[src/hdl/cht_pkg.sv]
`default_nettype none

package cht_pkg;

   // Table geometry.
   localparam int BUCKETS  = 1024;
   localparam int NODES    = 4096;
   localparam int KEY_BITS = 32;

   localparam int KEY_IN_W = 32;
   localparam int COUNT_W  = 16;
   localparam int BUCKET_W = $clog2(BUCKETS);
   localparam int NODE_W   = $clog2(NODES);
   localparam int POOL_W   = $clog2(NODES + 1);

   localparam logic [COUNT_W-1:0] COUNT_MAX = {COUNT_W{1'b1}};
   localparam logic [COUNT_W-1:0] COUNT_ONE = COUNT_W'(1);

   localparam logic CMD_INSERT = 1'b0;
   localparam logic CMD_QUERY  = 1'b1;

   typedef struct packed {
      logic                        command;
      logic signed [KEY_IN_W-1:0]  key;
   } cht_req_type;

   typedef struct packed {
      logic [COUNT_W-1:0] count;
      logic               pool_full;
   } cht_rsp_type;

   // A bucket head: valid flag plus the index of the first node.
   typedef struct packed {
      logic              valid;
      logic [NODE_W-1:0] idx;
   } cht_head_type;

   // One pool node: key, count and the link to the next node.
   typedef struct packed {
      logic [KEY_BITS-1:0] key;
      logic [COUNT_W-1:0]  count;
      logic                next_valid;
      logic [NODE_W-1:0]   next_idx;
   } cht_node_type;

   typedef enum logic [1:0] {
      RES_ZERO,
      RES_ONE,
      RES_FULL,
      RES_NODE
   } cht_res_sel_type;

   // Commands from the controller to the datapath.
   typedef struct packed {
      logic            clear_step;
      logic            accept;
      logic            follow_head;
      logic            follow_next;
      logic            alloc;
      logic            link_head;
      logic            link_tail;
      logic            bump;
      logic            load;
      cht_res_sel_type res_sel;
   } cht_cmd_type;

   // Status from the datapath to the controller.
   typedef struct packed {
      logic clear_done;
      logic head_valid;
      logic node_match;
      logic next_valid;
      logic pool_exh;
      logic out_free;
      logic is_query;
   } cht_status_type;

   // Reduce the incoming key to KEY_BITS bits, sign-extending where needed.
   function automatic logic [KEY_BITS-1:0] norm_key(input logic signed [KEY_IN_W-1:0] raw);
      logic signed [63:0] wide;
      wide = 64'(raw);
      return wide[KEY_BITS-1:0];
   endfunction

   // The non-negative remainder modulo BUCKETS of the sign-extended key.
   function automatic logic [BUCKET_W-1:0] bucket_of(input logic [KEY_BITS-1:0] nk);
      logic signed [63:0] wide;
      wide = 64'($signed(nk));
      return wide[BUCKET_W-1:0];
   endfunction

endpackage

`default_nettype wire

[src/hdl/cht_ctrl.sv]
`default_nettype none

module cht_ctrl
   import cht_pkg::*;
(
   input  wire logic           clock,
   input  wire logic           reset,
   input  wire logic           req_valid,
   output logic                req_ready,
   input  wire cht_status_type status,
   output cht_cmd_type         cmd
);

   typedef enum logic [2:0] {
      ST_CLEAR,
      ST_IDLE,
      ST_HEAD,
      ST_NODE,
      ST_APPEND
   } state_type;

   state_type state_ff, state_in;
   logic      ready_ff, ready_in;

   always_comb begin
      state_in = state_ff;
      cmd      = '0;
      cmd.res_sel = RES_ZERO;

      case (state_ff)
         ST_CLEAR: begin
            if (status.clear_done) begin
               state_in = ST_IDLE;
            end else begin
               cmd.clear_step = 1'b1;
            end
         end
         ST_IDLE: begin
            if (req_valid && ready_ff) begin
               cmd.accept = 1'b1;
               state_in   = ST_HEAD;
            end
         end
         ST_HEAD: begin
            if (status.head_valid) begin
               cmd.follow_head = 1'b1;
               state_in        = ST_NODE;
            end else if (status.out_free) begin
               cmd.load = 1'b1;
               state_in = ST_IDLE;
               if (status.is_query) begin
                  cmd.res_sel = RES_ZERO;
               end else if (status.pool_exh) begin
                  cmd.res_sel = RES_FULL;
               end else begin
                  cmd.alloc     = 1'b1;
                  cmd.link_head = 1'b1;
                  cmd.res_sel   = RES_ONE;
               end
            end
         end
         ST_NODE: begin
            if (status.node_match) begin
               if (status.out_free) begin
                  cmd.bump    = 1'b1;
                  cmd.load    = 1'b1;
                  cmd.res_sel = RES_NODE;
                  state_in    = ST_IDLE;
               end
            end else if (status.next_valid) begin
               cmd.follow_next = 1'b1;
            end else if (status.is_query || status.pool_exh) begin
               if (status.out_free) begin
                  cmd.load    = 1'b1;
                  cmd.res_sel = status.is_query ? RES_ZERO : RES_FULL;
                  state_in    = ST_IDLE;
               end
            end else begin
               cmd.alloc = 1'b1;
               state_in  = ST_APPEND;
            end
         end
         ST_APPEND: begin
            if (status.out_free) begin
               cmd.link_tail = 1'b1;
               cmd.load      = 1'b1;
               cmd.res_sel   = RES_ONE;
               state_in      = ST_IDLE;
            end
         end
         default: begin
            state_in = ST_CLEAR;
         end
      endcase

      ready_in = (state_in == ST_IDLE);
   end

   always_ff @(posedge clock) begin
      if (reset) begin
         state_ff <= ST_CLEAR;
         ready_ff <= 1'b0;
      end else begin
         state_ff <= state_in;
         ready_ff <= ready_in;
      end
   end

   assign req_ready = ready_ff;

endmodule

`default_nettype wire
[config.mk]
export PLATFORM = sky130hd
export DESIGN_NAME = cht_ctrl
export DESIGN_NICKNAME = d
export VERILOG_FILES = /design/src/hdl/cht_pkg.sv /design/src/hdl/cht_ctrl.sv
export SDC_FILE = /design/constraint.sdc
export NUM_CORES = 1
export LEC_CHECK = 0
export BUFFER_PORTS_ARGS = -buffer_cell sky130_fd_sc_hd__buf_2
export CORE_MARGIN = 2
export CORE_UTILIZATION = 25
export DETAILED_ROUTE_END_ITERATION = 10
export SLEW_MARGIN = 20
export SYNTH_ARGS = -nofsm -noshare
export SYNTH_HDL_FRONTEND = slang
export SYNTH_SLANG_ARGS = --single-unit
[constraint.sdc]
create_clock -name clock -period 2.24 [get_ports clock]
set_clock_uncertainty 0.05 [all_clocks]
set_input_delay 0.224 -clock clock [delete_from_list [all_inputs] [get_ports clock]]
set_output_delay 0.224 -clock clock [all_outputs]
set_load 0.005 [all_outputs]
# After elaboration in Yosys (flattened, before gate mapping)

Cells that the tools add are included.

Flip-flop bits (word level): 4
Memory bits (writable): 0
Memories: 0
Word-level logic and storage cells: 51
Input bits: 10
Bits in latches: 0
Memory bits (read-only): 0

$lt $le $gt $ge: 0
Reduce and logical (&&, ||, !) cells: 3
Shift operators: 0
Bitwise gates (word level): 0
Equality and inequality tests: 5
Divide/modulo/power cells: 0
Add/subtract/negate cells: 0
$mul: 0
Muxes and demuxes: 41

Operators with widths:

| operator                                            | count |
|---|---|
| 2-to-1 mux 3 bit                                    | 14 |
| 2-to-1 mux 2 bit                                    | 8 |
| 2-to-1 mux 1 bit                                    | 15 |
| one-hot mux 3 bit (5 select lines)                  | 1 |
| one-hot mux 3 bit (3 select lines)                  | 1 |
| equality test 3 x 1 -> 1 bit, second input constant | 2 |
| equality test 3 x 2 -> 1 bit, second input constant | 2 |
| 2-to-1 mux 4 bit                                    | 1 |
| equality test 3 bit, second input constant          | 1 |
| logical NOT 3 bit                                   | 1 |
| one-hot mux 1 bit (2 select lines)                  | 1 |
| logical AND 1 bit                                   | 1 |
| logical OR 1 bit                                    | 1 |

# Longest topological paths before layout

Gate-level depths: netlist of the first run.

Depth in word-level cells: 6
Depth in mapped cells: 5

# Worst setup path before layout of the first run

OpenSTA, ideal clock, no wires.

Path kind: register -> output
Start: reg state_ff[0]
End: out cmd[0] in the netlist's numbering
Data arrival time: 1.432 ns
Path buffers: 1
Slack: 0.534 ns
Stages on the path, launching flop included: 6
Cells stage by stage: dfxtp_1 > buf_2 > or3b_1 > or4_4 > clkinv_2 > or3_1

RTL lines:

| what                     | line            | source |
|---|---|---|
| start: declaration       | cht_ctrl.sv:22  | `state_type state_ff, state_in;` |
| start signal: assignment | cht_ctrl.sv:104 | `state_ff <= state_in;` |
| end: declaration         | cht_ctrl.sv:11  | `output cht_cmd_type cmd` |

==> results of run 1 <==
-- kinds of logic (layout without fill, tap and decap cells) --
logic type	after synthesis	in the layout	synth area share, %
simple gates	30	30	45.07
compound gates	13	13	23.36
buf+inv	7	29	7.892
flops	4	4	21.05
mux	1	1	2.632
-- tightest hold or removal path, stage by stage --
cell	delay, ns
buf_2	0.09
a21o_1	0.10
nor2_1	0.04
-- placed cells by master, fill, tap and decap left out, types with 2 or more instances in the layout --
cell,n
a21oi_1,4
and2_1,2
buf_2,21
clkbuf_4,3
dfxtp_1,4
inv_1,3
nand2_1,6
nand2b_1,3
nor2_1,6
nor4_1,2
-- power groups by stage --
stage / registers, mW / logic [mW] / clock network, mW
global route: 0.0855 / 0.0555 / 0.0969
CTS: 0.0842 / 0.0503 / 0.0920
detailed placement: 0.0851 / 0.0500 / 0
floorplan: 0.0808 / 0.0333 / 0
finish: 0.0844 / 0.0499 / 0.0868
global placement: 0.0847 / 0.0508 / 0
-- through the flow --
step,setup WS [ns],hold slack (ns)
2_1_floorplan,0.5339,0.3337
3_3_place_gp,0.4626,0.4477
3_5_place_dp,0.4192,0.4552
4_1_cts,0.1614,0.2091
5_1_grt,0.07681,0.2187
6_report,0.1661,0.2203
-- registers in the layout, summed over array words and instances, names as in the netlist --
| name | cells |
|---|---|
| state_ff | 3 |
| req_ready | 1 |
-- worst min path at each step --
stage	slack [ns]	endpoint	depth (start not counted)	from
after detailed placement	0.46	state_ff[1]	3	reset
after global routing	0.22	state_ff[1]	3	reset
after CTS	0.21	state_ff[1]	3	reset
after global placement	0.45	state_ff[1]	3	reset
after floorplan	0.33	state_ff[1]	2	reset
final	0.22	state_ff[1]	3	reset
-- final cells by class --
type	instances	share of cell area, %
repair buffers	22	21.58
inverters	4	3.118
flip-flops and latches	4	15.35
clock buffers	3	4.317
multi-input cells	44	51.80
well taps	16	3.837
-- metal layers --
metal	routed length, um	part of all wire, %	global-route usage [%]
met2	430	44	14.55
met5	0	0	0
met1	469	48	14.62
met4	0	0	3.636
met3	77	7.9	4.255
==> flow_summary.yaml, run 1 <==
outcome:
  status: "completed"
critical_path:
  worst-path-stages: 5
  criticalPathCategory: "reg -> out"
  path_delay_family: "simple AND/OR/NAND/NOR gates"
  worstPathCellList: "or3b_1 -> or4_4 -> clkinv_2 -> or3_1 -> buf_2"
  crit_start: "state_ff[1]"
  worst-r2r-cell-count: 4
  reg2reg_slack_ns: 0.73
  critPathMaxStageDelay_ns: 0.50
  worst_ep_arrival_time_ns: 1.80
  cp-end-kind: "output pin"
  cp_max_fo: 9
  cpMaxStageDelayCell: "or4_4"
  startpoint_type: "register"
  worst-path-buf-inv: 2
  endpoint: "cmd[0]"
  r2r_end: "req_ready"
  reg2reg_from: "state_ff[0]"
  cp_data_required_time_ns: 1.97
floorplanning:
  io_pins: 22
  start_util_pct: 25.85
  fp.dieArea_sq_um: 1849
  die_height_um: 43.01
  die_width_um: 43.01
  core_sq_um: 1471
  rows: 14
sta:
  worst_pin_slew_ns: 0.3438
  hold_violations: 0
  slew_viol_final: 0
  fin_crit_sh_pct: 92.58
  setup_viol: 0
  fin_setup_tns_ns: 0
  max_freq_mhz: 482.2
  slew_headroom_pct: 76.87
  min_period_ns: 2.074
  rsz0062_at_grt: "false"
yosys:
  synth_fp_nets: 65
  synth_commonest_cells: "nand2_1 (6), nor2_1 (6), a21oi_1 (4), dfxtp_1 (4)"
  yosysTopAreaCell: "dfxtp_1"
  ys_ff_latch: 4
  synth_top_area_share_pct: 21.05
  ys_types: 32
  synth.top_cells.by_area: "dfxtp_1 (21%), nand2_1 (5.9%), nor2_1 (5.9%)"
  yosysSeqAreaShare_pct: 21.05
  syn_inst: 55
  synth_area_sq_um: 380.4
  synth.avg_cell_area_sq_um: 6.916
  yosys_warnings: 0
  synth_edf_count: 0
  synth_flop_cell: "dfxtp_1"
  synthArstFlopShare_pct: 0
clocking:
  h-tree-depth: 1
  cts.reportedPaths.clkPinSlew_ns: 0.04
  cts_resized: 0
  clock_latency_ns: 0.23
  numCtsBuffers: 3
  cts_tree: "built"
  cts_buffer_depth: 2
  cts_setup_buffers: 0
  ctsRootBufferMaster: "clkbuf_4"
  cts_sinks: 4
  cts-hold-fix-buffers: 0
placement:
  gp_congestion: 0.7805
  dp_cells: 90
  place_area_sq_um: 499.2
  portBuffers: 21
  post-dp-hpwl_um: 790.2
global_routing:
  grt_max_degree: 11
  grt_pass1_wl_um: 1490
  grt_pass1_vias: 357
  overflow: 0
  antenna_found_initial: 0
  track_usage_pct: 10.52
route:
  drc: 0
  vias_per_cell: 4.903
  routed_wl_um: 977
  dr.first_iter.drc_count: 13
  ant_nets: 0
  avgRoutedWirePerCell_um: 10.51
  dr.pass1.iters: 4
  vias: 456
power_and_ir_drop:
  power_uw: 221.1
  power_frac_comb_pct: 22.6
  leakage_nw: 0.2790
  pwr-share-seq_pct: 38.2
  power.density_nw_per_um2: 423.7
  swShare_pct: 26.86
  internal-power_uw: 161.7
  clockPowerShare_pct: 39.3
  p_sw_uw: 59.37
  irDropWorstVdd_v: 0.0002775
cells_and_area:
  fin_area_sq_um: 521.8
  ff_latch_area_sq_um: 80.08
  nFillCells: 173
  fin_nets: 89
  num_antenna_cells: 0
  fin_cells: 93
  multi_input_area_sq_um: 270.3
  drive_above_1_share_pct: 38.96
  flow.area_growth_from_synthesis_pct: 37.17
  fin_util_pct: 35.46
min_path:
  hp-class: "in -> reg"
run:
  cap_viol_max_count: 0
(Power assumes the default switching activity.)
==> run 2, diff against run 1 <==
- CTS_CLUSTER_DIAMETER: unset -> 60
- MAX_ROUTING_LAYER: unset -> met4
- clock period: 2.24 -> 2 ns (I/O delays scaled with it)
==> run 2 against run 1 <==
Setup slack got worse by 0.11 ns. Critical path depth unchanged. Via count up 5.5%. Utilization up 2.5 points. Critical path type unchanged. Sequential share of layout area shrank 0.33 points. Clock power up 12%. Count of clock-buffer cells in the layout stayed put. Design area rose by 7.0%. Global-route usage up 1.4 points. Routed wire length is 10% higher. Power up 15%.
==> flow_summary.yaml, run 2 (synthesized netlist as in run 1, its figures left out) <==
placement:
  dp_slack_ns: 0.2065
  place_area_sq_um: 506.7
  gp_congestion: 0.7992
  portBuffers: 21
  dp_cells: 91
  post-dp-hpwl_um: 827.8
clocking:
  cts_sinks: 4
  h-tree-depth: 1
  numCtsBuffers: 3
  clock_latency_ns: 0.23
  cts_buffer_depth: 2
  cts_tree: "built"
  cts-hold-fix-buffers: 0
  ctsRootBufferMaster: "clkbuf_4"
  cts.reportedPaths.clkPinSlew_ns: 0.03
power_and_ir_drop:
  clockPowerShare_pct: 38.3
  pwr-share-seq_pct: 35.0
  p_sw_uw: 68.73
  swShare_pct: 26.97
  internal-power_uw: 186.1
  power_frac_comb_pct: 26.7
  irDropWorstVdd_v: 0.0002510
  leakage_nw: 0.3040
  power.density_nw_per_um2: 456.7
cells_and_area:
  flow.area_growth_from_synthesis_pct: 46.71
  nFillCells: 178
  fin_cells: 97
  largest_reg_flops: 3
  final_cell_mix: "buf_2 (21), nand2_1 (6), nor2_1 (6), buf_4 (5), a21oi_1 (4)"
  layout_commonest_cell: "buf_2"
  top_register: "state_ff"
  fin_util_pct: 37.93
  num_antenna_cells: 0
  drive_above_1_share_pct: 44.44
  fin_area_sq_um: 558.0
  fin_nets: 93
critical_path:
  cp-end-kind: "output pin"
  criticalPathCategory: "reg -> out"
  worst_ep_arrival_time_ns: 1.69
  startpoint_type: "register"
  worstPathCellList: "or3b_4 -> or4_4 -> clkinv_2 -> or3_1 -> buf_2"
  cpMaxStageDelayCell: "or4_4"
  critPathMaxStageDelay_ns: 0.49
  cp_max_fo: 5
  path_delay_family: "simple AND/OR/NAND/NOR gates"
  cp_data_required_time_ns: 1.75
  worst-path-buf-inv: 2
  reg2reg_slack_ns: 0.48
sta:
  setup_viol: 0
  max_freq_mhz: 514.7
  hold_violations: 0
  slew_viol_final: 0
  worst_pin_slew_ns: 0.3588
  final.setup.worst_slack_ns: 0.05715
  min_period_ns: 1.943
  fin_crit_sh_pct: 97.14
  slew_headroom_pct: 75.86
min_path:
  hp-class: "in -> reg"
global_routing:
  grt_pass1_vias: 416
  antenna_found_initial: 0
  track_usage_pct: 11.88
  grt_max_degree: 13
  overflow: 0
  grt_pass1_wl_um: 1621
floorplanning:
  rows: 14
  die_height_um: 43.01
  start_util_pct: 25.85
  core_sq_um: 1471
  io_pins: 22
  fp.dieArea_sq_um: 1849
  die_width_um: 43.01
route:
  drc: 0
  vias_per_cell: 4.959
  routed_wl_um: 1075
  vias: 481
  ant_nets: 0
  avgRoutedWirePerCell_um: 11.08
  dr.pass1.iters: 4
  dr.first_iter.drc_count: 4
outcome:
  status: "completed"
run:
  cap_viol_max_count: 0
-- run 2: cell types whose count changed in the layout (fill, tap and decap cells not counted), sizes merged --
cell / change
buf: +4
-- run 2: area by class of cell --
type | instances | area (sq um) | share of cell area, %
Timing Repair Buffer | 26 | 142.6 | 25.56
Clock buffer | 3 | 22.52 | 4.036
Inverter | 4 | 16.27 | 2.915
Multi-Input combinational cell | 44 | 272.8 | 48.88
Tap cell | 16 | 20.02 | 3.587
Sequential cell | 4 | 83.83 | 15.02
-- run 2: what timing repair did --
action                                  4_1_cts  5_1_grt
gates cloned                                  0        0
endpoints found under the setup margin        1        1
resized for setup                             1        2
buffers inserted                              0        3
hold endpoints to repair                      0        0
-- run 2: per-layer routing --
| layer | vias up | track usage (%) | wire (um) |
|---|---|---|---|
| met5 | - | - | 0 |
| met4 | 0 | 5.455 | 0 |
| met3 | 0 | 4.255 | 60 |
| met2 | 15 | 17.27 | 527 |
| met1 | 216 | 14.62 | 488 |
| li1 | 250 | - | - |
-- run 2: per-stage QoR --
step | total power, mW | TNS, ns | hold WS (ns)
floorplan | 0.1277 | 0 | 0.3097
global placement | 0.1555 | 0 | 0.4264
detailed placement | 0.1555 | 0 | 0.4255
CTS | 0.2578 | 0 | 0.1726
global route | 0.2787 | -0.01276 | 0.1838
finish | 0.2548 | 0 | 0.1767
-- run 2: final timing paths --
kind	cells past startpoint	startpoint	end
setup / recovery	5	state_ff[1]	cmd[0]
hold / removal	3	reset	state_ff[1]
setup reg to reg	5	state_ff[2]	req_ready
hold reg to reg	2	req_ready	state_ff[0]
-- run 2: worst reg2reg max path: stages, from the launching register on --
cell and delay [ns]:
dfxtp_1 0.31, buf_4 0.17, or3b_2 0.49, nor2_1 0.15, a221oi_1 0.08, and2_1 0.17
-- run 2: power by group through the flow --
stage,clock network [mW],logic [mW],registers (mW)
final,0.0976,0.0679,0.0893
after CTS,0.103,0.0645,0.0904
after floorplan,0,0.0373,0.0905
after detailed placement,0,0.0640,0.0916
after global placement,0,0.0640,0.0915
after global routing,0.112,0.0767,0.0903
==> run 3, diff against run 2 <==
- PLACE_DENSITY: unset -> 0.57
==> run 3 against run 2 <==
First-iteration DRC count shrank 75%. Cell count shrank 3.1%. Clock power shrank 2%. Count of clock-buffer cells in the layout is the same. Register-to-register slack is essentially flat. Critical endpoint unchanged.
==> flow_summary.yaml, run 3 (synthesized netlist as in run 1, its figures left out) <==
critical_path:
  cp_max_fo: 10
  path_delay_family: "simple AND/OR/NAND/NOR gates"
  cp-end-kind: "output pin"
  cp_data_required_time_ns: 1.75
  reg2reg_slack_ns: 0.48
  critPathMaxStageDelay_ns: 0.49
  criticalPathCategory: "reg -> out"
  cpMaxStageDelayCell: "or4_4"
  r2r_end: "req_ready"
  worstPathCellList: "or3b_4 -> or4_4 -> clkinv_2 -> or3_1 -> buf_2"
  worst-r2r-cell-count: 5
  reg2reg_from: "state_ff[2]"
  worst-path-buf-inv: 2
  startpoint_type: "register"
  worst_ep_arrival_time_ns: 1.70
sta:
  slew_headroom_pct: 75.25
  fin_crit_sh_pct: 97.27
  worst_pin_slew_ns: 0.3678
  final.setup.worst_slack_ns: 0.05462
  setup_viol: 0
  min_period_ns: 1.945
  max_freq_mhz: 514.0
  fin_setup_tns_ns: 0
  hold_violations: 0
  rsz0062_at_grt: "false"
  slew_viol_final: 0
cells_and_area:
  num_antenna_cells: 0
  final_cell_mix: "buf_2 (21), nand2_1 (6), nor2_1 (6), a21oi_1 (4)"
  top_register: "state_ff"
  fin_nets: 90
  nFillCells: 183
  drive_above_1_share_pct: 43.59
  layout_commonest_cell: "buf_2"
  flow.area_growth_from_synthesis_pct: 41.12
  fin_area_sq_um: 536.8
  multi_input_area_sq_um: 272.8
  largest_reg_flops: 3
  ff_latch_area_sq_um: 85.08
floorplanning:
  rows: 14
  start_util_pct: 25.85
  die_width_um: 43.01
  fp.dieArea_sq_um: 1849
  core_sq_um: 1471
  io_pins: 22
  die_height_um: 43.01
clocking:
  clock_latency_ns: 0.23
  h-tree-depth: 1
  cts_buffer_depth: 2
  cts_tree: "built"
  cts_sinks: 4
  numCtsBuffers: 3
  ctsRootBufferMaster: "clkbuf_4"
  cts.reportedPaths.clkPinSlew_ns: 0.04
power_and_ir_drop:
  internal-power_uw: 182.1
  swShare_pct: 26.39
  p_sw_uw: 65.27
  power_uw: 247.4
  power.density_nw_per_um2: 460.8
  clockPowerShare_pct: 38.7
  irDropWorstVdd_v: 0.0002596
  pwr-share-seq_pct: 38.0
  power_frac_comb_pct: 23.2
  leakage_nw: 0.2883
placement:
  dp_slack_ns: 0.1866
  gp_congestion: 0.7813
  place_area_sq_um: 499.2
  post-dp-hpwl_um: 794
  portBuffers: 21
global_routing:
  grt_pass1_vias: 379
  antenna_found_initial: 0
  grt_max_degree: 13
  overflow: 0
  grt_pass1_wl_um: 1497
  track_usage_pct: 10.98
min_path:
  hold_depth: 3
  min_to: "state_ff[1]"
  hp-class: "in -> reg"
  min-delay-start: "reset"
route:
  drc: 0
  avgRoutedWirePerCell_um: 10.38
  vias_per_cell: 5.000
  vias: 470
  dr.first_iter.drc_count: 1
  ant_nets: 0
  dr.pass1.iters: 5
  routed_wl_um: 976
outcome:
  status: "completed"
run:
  cap_viol_max_count: 0
==> run 3: cell type report <==
cell class,count,share of cell area (%)
Multi-Input combinational cell,44,50.82
Timing Repair Buffer,23,22.38
Sequential cell,4,15.85
Clock buffer,3,4.196
Tap cell,16,3.730
Inverter,4,3.030
==> run 3: power by group through the flow <==
stage          registers (mW)  logic [mW]  clock network (mW)
2_1_floorplan          0.0905      0.0373                   0
3_3_place_gp           0.0948      0.0574                   0
3_5_place_dp           0.0956      0.0559                   0
4_1_cts                0.0951      0.0564               0.103
5_1_grt                0.0955      0.0659               0.104
6_report               0.0941      0.0574              0.0958
==> run 3: worst min-delay path, stage by stage <==
cell and delay, ns:
buf_2 0.09, a21o_1 0.09, nor2_1 0.04
==> run 3: worst max path at each step <==
stage                 from  endpoint  depth (start not counted)
3_5_place_dp   state_ff[1]    cmd[0]                          5
3_3_place_gp   state_ff[1]    cmd[0]                          5
5_1_grt        state_ff[0]    cmd[0]                          5
6_report       state_ff[0]    cmd[0]                          5
2_1_floorplan  state_ff[0]    cmd[0]                          5
4_1_cts        state_ff[1]    cmd[0]                          5
==> run 3: per-stage QoR <==
| step | std cells | utilization (%) | hold slack (ns) |
|---|---|---|---|
| 6_report | 94 | 36.48 | 0.1798 |
| 5_1_grt | 94 | 36.48 | 0.1968 |
| 4_1_cts | 93 | 35.63 | 0.1721 |
| 3_5_place_dp | 90 | 33.93 | 0.4270 |
| 3_3_place_gp | 90 | 33.93 | 0.4262 |
| 2_1_floorplan | 55 | - | 0.3097 |
==> run 3: repair_timing <==
item,4_1_cts,5_1_grt
buffers inserted,0,1
resized for setup,2,2
hold buffers,0,0
pin swaps,0,0
endpoints found under the setup margin,2,1
hold endpoints to repair,0,0
==> run 3: per-layer routing <==
metal	vias up	GRT usage, %	wire (um)
met3	0	1.702	74
li1	243	-	-
met5	-	-	0
met2	19	15.76	455
met4	0	7.273	0
met1	208	14.10	446
